==> src/ets_pkg.sv <==
// Shared types and constants for the Taylor-series exponential block.
`timescale 1ns / 1ps

package ets_pkg;

    localparam int FRAC_BITS_DEFAULT  = 20;
    localparam int REF_FRAC           = 20;
    localparam int X_FRAC             = 16;
    localparam int X_W                = 20;
    localparam int EPS_W              = 20;
    localparam int CAP_W              = 7;
    localparam int EXP_W              = 32;
    localparam int CFG_IDX_W          = 2;
    localparam int CFG_DATA_W         = 20;
    localparam int DIV_BITS_PER_CYCLE = 8;

    localparam logic [CFG_IDX_W-1:0] CFG_EPSILON   = 2'd0;
    localparam logic [CFG_IDX_W-1:0] CFG_MAX_TERMS = 2'd1;

    localparam logic [EPS_W-1:0] EPSILON_RESET   = 20'd1049;
    localparam logic [CAP_W-1:0] MAX_TERMS_RESET = 7'd40;

    typedef enum logic [2:0] {
        ST_IDLE,
        ST_MUL,
        ST_DIV_LOAD,
        ST_DIV_WAIT,
        ST_FINAL,
        ST_OUT
    } ets_state_t;

endpackage

==> src/exp_taylor_series.sv <==
// Top level of the Taylor-series exponential: sequencer, multiplier, accumulator and outputs.
// Each series term passes through the MUL, DIV_LOAD and DIV_WAIT states, the last waiting on the
// shared multi-bit divider; after the last term, FINAL registers the result and OUT holds out_valid,
// and the next item is taken in the cycle after the result transfer.
// The block handles one item at a time and holds in_stall high while it works.
// Reset returns the sequencer to idle and sets epsilon to 1049 and max_terms to 40.
`timescale 1ns / 1ps

module exp_taylor_series #(
    parameter int FRAC_BITS = ets_pkg::FRAC_BITS_DEFAULT
) (
    input  logic                                clk,
    input  logic                                rst_n,
    input  logic                                cfg_valid,
    output logic                                cfg_ready,
    input  logic [ets_pkg::CFG_IDX_W-1:0]       cfg_index,
    input  logic [ets_pkg::CFG_DATA_W-1:0]      cfg_data,
    input  logic                                in_valid,
    output logic                                in_stall,
    input  logic signed [ets_pkg::X_W-1:0]      x_value,
    output logic                                out_valid,
    input  logic                                out_stall,
    output logic [ets_pkg::EXP_W-1:0]           exp_value,
    output logic [ets_pkg::CAP_W-1:0]           terms_used,
    output logic                                hit_cap
);

    localparam int TERM_W  = FRAC_BITS + 11;
    localparam int SUM_W   = FRAC_BITS + 14;
    localparam int PROD_W  = TERM_W + ets_pkg::X_W;
    localparam int DIV_W   = PROD_W - ets_pkg::X_FRAC;
    localparam int OUT_W   = SUM_W + 8;
    localparam int EPS_SHL = (FRAC_BITS >= ets_pkg::REF_FRAC) ? FRAC_BITS - ets_pkg::REF_FRAC : 0;
    localparam int EPS_SHR = (FRAC_BITS < ets_pkg::REF_FRAC) ? ets_pkg::REF_FRAC - FRAC_BITS : 0;
    localparam int CAP_W   = ets_pkg::CAP_W;
    localparam int EXP_W   = ets_pkg::EXP_W;
    localparam int EPS_W   = ets_pkg::EPS_W;

    localparam logic signed [TERM_W-1:0] TERM_ONE = TERM_W'(1) << FRAC_BITS;
    localparam logic signed [SUM_W-1:0]  SUM_ONE  = SUM_W'(1) << FRAC_BITS;

    ets_pkg::ets_state_t state_reg;
    ets_pkg::ets_state_t state_next;

    logic [EPS_W-1:0]          epsilon_reg;
    logic [EPS_W-1:0]          epsilon_next;
    logic [CAP_W-1:0]          max_terms_reg;
    logic [CAP_W-1:0]          max_terms_next;

    logic signed [ets_pkg::X_W-1:0] x_reg;
    logic signed [ets_pkg::X_W-1:0] x_next;
    logic signed [TERM_W-1:0]  term_reg;
    logic signed [TERM_W-1:0]  term_next;
    logic signed [SUM_W-1:0]   sum_reg;
    logic signed [SUM_W-1:0]   sum_next;
    logic signed [PROD_W-1:0]  prod_reg;
    logic signed [PROD_W-1:0]  prod_next;
    logic [CAP_W-1:0]          used_reg;
    logic [CAP_W-1:0]          used_next;
    logic                      cap_reg;
    logic                      cap_next;
    logic [EXP_W-1:0]          exp_value_reg;
    logic [EXP_W-1:0]          exp_value_next;
    logic [CAP_W-1:0]          terms_used_reg;
    logic [CAP_W-1:0]          terms_used_next;
    logic                      hit_cap_reg;
    logic                      hit_cap_next;

    logic [TERM_W-1:0]         eps_int;
    logic [PROD_W-1:0]         prod_mag;
    logic                      prod_neg;
    logic                      div_start;
    logic                      div_done;
    logic [DIV_W-1:0]          div_quot;
    logic [TERM_W-1:0]         quot;
    logic signed [SUM_W-1:0]   quot_ext;
    logic [OUT_W-1:0]          sum_wide;
    logic [OUT_W-1:0]          sum_scaled;

    assign cfg_ready = 1'b1;
    assign in_stall  = (state_reg != ets_pkg::ST_IDLE);
    assign out_valid = (state_reg == ets_pkg::ST_OUT);
    assign exp_value  = exp_value_reg;
    assign terms_used = terms_used_reg;
    assign hit_cap    = hit_cap_reg;

    assign eps_int    = (TERM_W'(epsilon_reg) << EPS_SHL) >> EPS_SHR;
    assign prod_neg   = prod_reg[PROD_W-1];
    assign prod_mag   = prod_neg ? $unsigned(-prod_reg) : $unsigned(prod_reg);
    assign quot       = div_quot[TERM_W-1:0];
    assign quot_ext   = SUM_W'(quot);
    assign sum_wide   = OUT_W'($unsigned(sum_reg));
    assign sum_scaled = (sum_wide << EPS_SHR) >> EPS_SHL;

    ets_div #(
        .DIVIDEND_W (DIV_W),
        .DIVISOR_W  (CAP_W)
    ) u_div (
        .clk      (clk),
        .rst_n    (rst_n),
        .start    (div_start),
        .dividend (prod_mag[PROD_W-1:ets_pkg::X_FRAC]),
        .divisor  (CAP_W'(used_reg + CAP_W'(1))),
        .done     (div_done),
        .quotient (div_quot)
    );

    always_ff @(posedge clk or negedge rst_n)
    begin
        if (!rst_n)
        begin
            state_reg     <= ets_pkg::ST_IDLE;
            epsilon_reg   <= ets_pkg::EPSILON_RESET;
            max_terms_reg <= ets_pkg::MAX_TERMS_RESET;
        end
        else
        begin
            state_reg     <= state_next;
            epsilon_reg   <= epsilon_next;
            max_terms_reg <= max_terms_next;
        end
    end

    always_ff @(posedge clk)
    begin
        x_reg          <= x_next;
        term_reg       <= term_next;
        sum_reg        <= sum_next;
        prod_reg       <= prod_next;
        used_reg       <= used_next;
        cap_reg        <= cap_next;
        exp_value_reg  <= exp_value_next;
        terms_used_reg <= terms_used_next;
        hit_cap_reg    <= hit_cap_next;
    end

    always_comb
    begin
        epsilon_next   = epsilon_reg;
        max_terms_next = max_terms_reg;
        if (cfg_valid)
        begin
            unique case (cfg_index)
                ets_pkg::CFG_EPSILON:   epsilon_next   = cfg_data[EPS_W-1:0];
                ets_pkg::CFG_MAX_TERMS: max_terms_next = cfg_data[CAP_W-1:0];
                default:                ;
            endcase
        end
    end

    always_comb
    begin
        state_next      = state_reg;
        x_next          = x_reg;
        term_next       = term_reg;
        sum_next        = sum_reg;
        prod_next       = prod_reg;
        used_next       = used_reg;
        cap_next        = cap_reg;
        exp_value_next  = exp_value_reg;
        terms_used_next = terms_used_reg;
        hit_cap_next    = hit_cap_reg;
        div_start       = 1'b0;

        unique case (state_reg)
            ets_pkg::ST_IDLE:
            begin
                if (in_valid)
                begin
                    x_next    = x_value;
                    term_next = TERM_ONE;
                    sum_next  = SUM_ONE;
                    used_next = '0;
                    cap_next  = 1'b1;
                    if (max_terms_reg == '0)
                        state_next = ets_pkg::ST_FINAL;
                    else
                        state_next = ets_pkg::ST_MUL;
                end
            end
            ets_pkg::ST_MUL:
            begin
                prod_next  = term_reg * x_reg;
                state_next = ets_pkg::ST_DIV_LOAD;
            end
            ets_pkg::ST_DIV_LOAD:
            begin
                div_start  = 1'b1;
                state_next = ets_pkg::ST_DIV_WAIT;
            end
            ets_pkg::ST_DIV_WAIT:
            begin
                if (div_done)
                begin
                    term_next = prod_neg ? -$signed(quot) : $signed(quot);
                    sum_next  = prod_neg ? sum_reg - quot_ext : sum_reg + quot_ext;
                    used_next = CAP_W'(used_reg + CAP_W'(1));
                    if (quot <= eps_int)
                    begin
                        cap_next   = 1'b0;
                        state_next = ets_pkg::ST_FINAL;
                    end
                    else if (used_next >= max_terms_reg)
                        state_next = ets_pkg::ST_FINAL;
                    else
                        state_next = ets_pkg::ST_MUL;
                end
            end
            ets_pkg::ST_FINAL:
            begin
                if (sum_reg[SUM_W-1] || (sum_reg == '0))
                    exp_value_next = '0;
                else if (|sum_scaled[OUT_W-1:EXP_W])
                    exp_value_next = '1;
                else
                    exp_value_next = sum_scaled[EXP_W-1:0];
                terms_used_next = used_reg;
                hit_cap_next    = cap_reg;
                state_next      = ets_pkg::ST_OUT;
            end
            ets_pkg::ST_OUT:
            begin
                if (!out_stall)
                    state_next = ets_pkg::ST_IDLE;
            end
            default:
            begin
                state_next = ets_pkg::ST_IDLE;
            end
        endcase
    end

endmodule

==> src/ets_div.sv <==
// Iterative unsigned restoring divider that retires several quotient bits per cycle.
`timescale 1ns / 1ps

module ets_div #(
    parameter int DIVIDEND_W = 35,
    parameter int DIVISOR_W  = 7
) (
    input  logic                  clk,
    input  logic                  rst_n,
    input  logic                  start,
    input  logic [DIVIDEND_W-1:0] dividend,
    input  logic [DIVISOR_W-1:0]  divisor,
    output logic                  done,
    output logic [DIVIDEND_W-1:0] quotient
);

    localparam int STEP  = ets_pkg::DIV_BITS_PER_CYCLE;
    localparam int ITERS = (DIVIDEND_W + STEP - 1) / STEP;
    localparam int PAD_W = ITERS * STEP;
    localparam int CNT_W = $clog2(ITERS + 1);

    logic [PAD_W-1:0]     shift_reg;
    logic [PAD_W-1:0]     shift_next;
    logic [DIVISOR_W-1:0] rem_reg;
    logic [DIVISOR_W-1:0] rem_next;
    logic [DIVISOR_W-1:0] den_reg;
    logic [DIVISOR_W-1:0] den_next;
    logic [CNT_W-1:0]     cnt_reg;
    logic [CNT_W-1:0]     cnt_next;
    logic                 busy_reg;
    logic                 busy_next;
    logic                 done_reg;
    logic                 done_next;

    always_ff @(posedge clk or negedge rst_n)
    begin
        if (!rst_n)
        begin
            cnt_reg  <= '0;
            busy_reg <= 1'b0;
            done_reg <= 1'b0;
        end
        else
        begin
            cnt_reg  <= cnt_next;
            busy_reg <= busy_next;
            done_reg <= done_next;
        end
    end

    always_ff @(posedge clk)
    begin
        shift_reg <= shift_next;
        rem_reg   <= rem_next;
        den_reg   <= den_next;
    end

    always_comb
    begin
        logic [PAD_W-1:0]     sh;
        logic [DIVISOR_W-1:0] rem;
        logic [DIVISOR_W:0]   trial;

        sh         = shift_reg;
        rem        = rem_reg;
        trial      = '0;
        shift_next = shift_reg;
        rem_next   = rem_reg;
        den_next   = den_reg;
        cnt_next   = cnt_reg;
        busy_next  = busy_reg;
        done_next  = 1'b0;

        if (start)
        begin
            shift_next = PAD_W'(dividend);
            rem_next   = '0;
            den_next   = divisor;
            cnt_next   = CNT_W'(ITERS);
            busy_next  = 1'b1;
        end
        else if (busy_reg)
        begin
            for (int i = 0; i < STEP; i++)
            begin
                trial = {rem, sh[PAD_W-1]};
                sh    = {sh[PAD_W-2:0], 1'b0};
                if (trial >= {1'b0, den_reg})
                begin
                    trial = trial - {1'b0, den_reg};
                    sh[0] = 1'b1;
                end
                rem = trial[DIVISOR_W-1:0];
            end
            shift_next = sh;
            rem_next   = rem;
            cnt_next   = cnt_reg - CNT_W'(1);
            if (cnt_reg == CNT_W'(1))
            begin
                busy_next = 1'b0;
                done_next = 1'b1;
            end
        end
    end

    assign done     = done_reg;
    assign quotient = shift_reg[DIVIDEND_W-1:0];

endmodule
==> config.mk <==
export PLATFORM = sky130hd
export DESIGN_NAME = exp_taylor_series
export DESIGN_NICKNAME = d
export VERILOG_FILES = /design/src/ets_pkg.sv /design/src/exp_taylor_series.sv /design/src/ets_div.sv
export SDC_FILE = /design/constraint.sdc
export NUM_CORES = 2
export LEC_CHECK = 0
export BUFFER_PORTS_ARGS = -buffer_cell sky130_fd_sc_hd__buf_2
export CORE_AREA = 2 2 359 361
export DETAILED_ROUTE_END_ITERATION = 7
export DIE_AREA = 0 0 361 363
export HOLD_SLACK_MARGIN = 0.15
export PLACE_DENSITY_LB_ADDON = 0.25
export SYNTH_ARGS = -nofsm -noshare
export SYNTH_HDL_FRONTEND = slang
export SYNTH_SLANG_ARGS = --single-unit
==> constraint.sdc <==
create_clock -name clk -period 27 [get_ports clk]
set_input_delay 6.75 -clock clk [delete_from_list [all_inputs] [get_ports clk]]
set_output_delay 6.75 -clock clk [all_outputs]
set_load 0.05 [all_outputs]
==> metrics.md <==
| Metric | Value |
|---|---|
| Yosys reg bits | `273` |
| Worst hold endpoint | `hit_cap` |
| HPWL Detailed | `79.5 mm` |
| 1st-pass router iterations | `5` |
| CP Launch Type | `register` |
| Antenna violations before repair | `5` |
| Worst hold path class | `register to register` |
| Rows | `131` |
| Placed cell count | `5593` |
| Synthesis-to-layout area growth | `9.24%` |
| Final ANT Viol Nets | `0` |
| Clock Pin Slew Worst Setup and Hold Paths | `60 ps` |
| WL/cell | `18.9 um` |
| Pin count of the biggest net entering global routing | `73` |
| Most used cell, CP | `o21ai_0` |
| Largest register FFs | `51` |
| Global route total overflow | `0` |
| Register-to-Register Path Depth | `77` |
| Synth cell types | `79` |
| RSZ-0062 raised after global routing | `no` |
| Ys async rst share | `0.128` |
| Count of final setup violators | `0` |
| Cells after synthesis | `3967` |
| Crit-path max FO | `14` |
| Final-stage net count | `4893` |
| Number of port buffers | `88` |
| Routability congestion estimate | `0.843` |
| Net Count, Synth | `4890` |
| Post-route minimum period | `19680 ps` |
| Core ar. | `0.127 sq mm` |
| FMAX | `0.0508 GHz` |
| Post-synth EDFFs | `226` |
| Fin cells | `5660` |
| Worst setup path class | `register to register` |
| Slew Limit Fails | `0` |
| Chip height | `363 um` |
| Gates resized, CTS repair | `0` |
| Post-CTS setup buffers | `0` |
| Reg-to-Reg End | `u_div.rem_reg[0]` |
| CP arrival | `20190 ps` |
| Layout cells sized above 1 | `0.0675` |
| Commonest non-fill, non-tap cells in the layout | `inv_1 (652), fa_1 (627), nand2_1 (529)` |
| R2R Setup Slk | `7320 ps` |
| Fin area | `0.0415 sq mm` |
| Reg-to-Reg Start | `u_div.den_reg[1]` |
| CTS buffer count | `37` |
| Area post-placement | `0.0403 sq mm` |
| MaxCap Viol Count | `0` |
| Post-Route WL | `107 mm` |
| Crit. End Element | `register` |
| Die footprint | `0.131 sq mm` |
| Clock skew | `39.9 ps` |
| First-pass GRT wire length | `169 mm` |
| DRC Markers | `0` |
| Diode count | `0` |
| # clock sinks | `273` |
| CP max stage delay | `680 ps` |
| Vias/cell | `4.77` |
| Initial Utilization | `0.299` |
| Worst-Skew Late Latency | `610 ps` |
| CTS Hold Buffers Added | `0` |
| Iteration-0 DRC count of the detailed router | `1456` |
| Total global-route track usage | `0.166` |
| Total negative slack | `0 ps` |
| Synth warn | `0` |
| Most common library cell in the layout ignoring fill and taps | `inv_1` |
| Root buf cell | `clkbuf_16` |
| Clk buf depth | `3` |
| Hold Crit Start | `cap_reg` |
| Worst Hold Path Cells | `0` |
| Ports | `90` |
| Die W | `361 um` |
| Worst Hold Slack | `452 ps` |
| Outcome | `finished, final reports clean` |
| Synth Area per Inst | `9.57 sq um` |
| Synth Flop Type | `edfxtp_1` |
| Slowest cell on crit path | `a21oi_1` |
| CTS H-tree lvls | `2` |
| Worst-Margin Slew | `1150 ps` |
| Vias in the first global route | `28400` |
| Rel. slew slack | `0.231` |
| Required time of the critical path | `27520 ps` |
| Final period utilization | `0.729` |
| Cell Area, Synth | `0.0380 sq mm` |
| Sequential area share after synthesis | `0.208` |
| Via count | `27000` |
| TritonCTS clock tree | `yes` |
| Hold Violations, Final | `0` |
==> Yosys cell counts (all sizes together), types with 67 or more instances <==
cell	number	area, sq um
a21oi	104	521
nand2	530	1990
clkbuf	173	649
fa	627	12600
and2	226	1410
edfxtp	226	6790
inv	653	2450
nor2	236	886
nand2b	67	419
o21ai	161	806
ha	249	3120
xor2	100	876
xnor2	101	885
==> kinds of logic after synthesis <==
| kind of cell | count (synthesis) | synth area share |
|---|---|---|
| compound gates | 455 | 0.0751 |
| other cells | 1 | 0.0000987 |
| fa+ha+maj | 876 | 0.413 |
| simple gates | 1273 | 0.160 |
| xor+xnor | 201 | 0.0464 |
| buf+inv | 835 | 0.0828 |
| flops | 273 | 0.208 |
| mux | 53 | 0.0149 |
==> worst max-delay path: cells and delay by family (launching register included) <==
family	cells	cell delay, ps
AOI/OAI and AO/OA	41	8680
adders and majority gates	8	3180
buffers and inverters	5	940
DFF	1	320
muxes	6	2330
and+or+nand+nor	17	4120
==> stage by stage <==
stage,setup WS [ps],util
5_1_grt,5450,0.327
6_report,7320,0.327
4_1_cts,7190,0.327
3_3_place_gp,7400,0.317
3_5_place_dp,7330,0.317
2_1_floorplan,10730,-
==> per-layer routing <==
layer	vias to the layer above	part of all wire	routed length (um)	GRT usage
met5	-	0	0	0
met4	0	0.017	1810	0.0309
met3	109	0.039	4130	0.0167
met2	532	0.49	52100	0.288
met1	13800	0.46	48800	0.226
li1	12500	-	-	-
==> layout make-up <==
type,instances,area [sq um]
fill,13200,85500
multi-input combinational,2859,26900
sequential,273,7910
inverter,653,2450
tap,1662,2080
clock buffer,48,1010
timing repair buffer,146,876
clock inverter,19,213
==> worst max-delay path by stage <==
stage | startpoint | slack, ps | end | cells past startpoint
floorplan | u_div.den_reg[1] | 10730 | u_div.rem_reg[0] | 79
global placement | u_div.den_reg[1] | 7400 | u_div.rem_reg[0] | 77
detailed placement | u_div.den_reg[1] | 7330 | u_div.rem_reg[0] | 77
CTS | u_div.den_reg[1] | 7190 | u_div.rem_reg[0] | 77
global route | u_div.den_reg[1] | 5450 | u_div.rem_reg[0] | 77
finish | u_div.den_reg[1] | 7320 | u_div.rem_reg[0] | 77
Power is left out: the tool's default activity adds up to more than one toggle a clock period on the data nets, which glitch-free logic cannot reach.
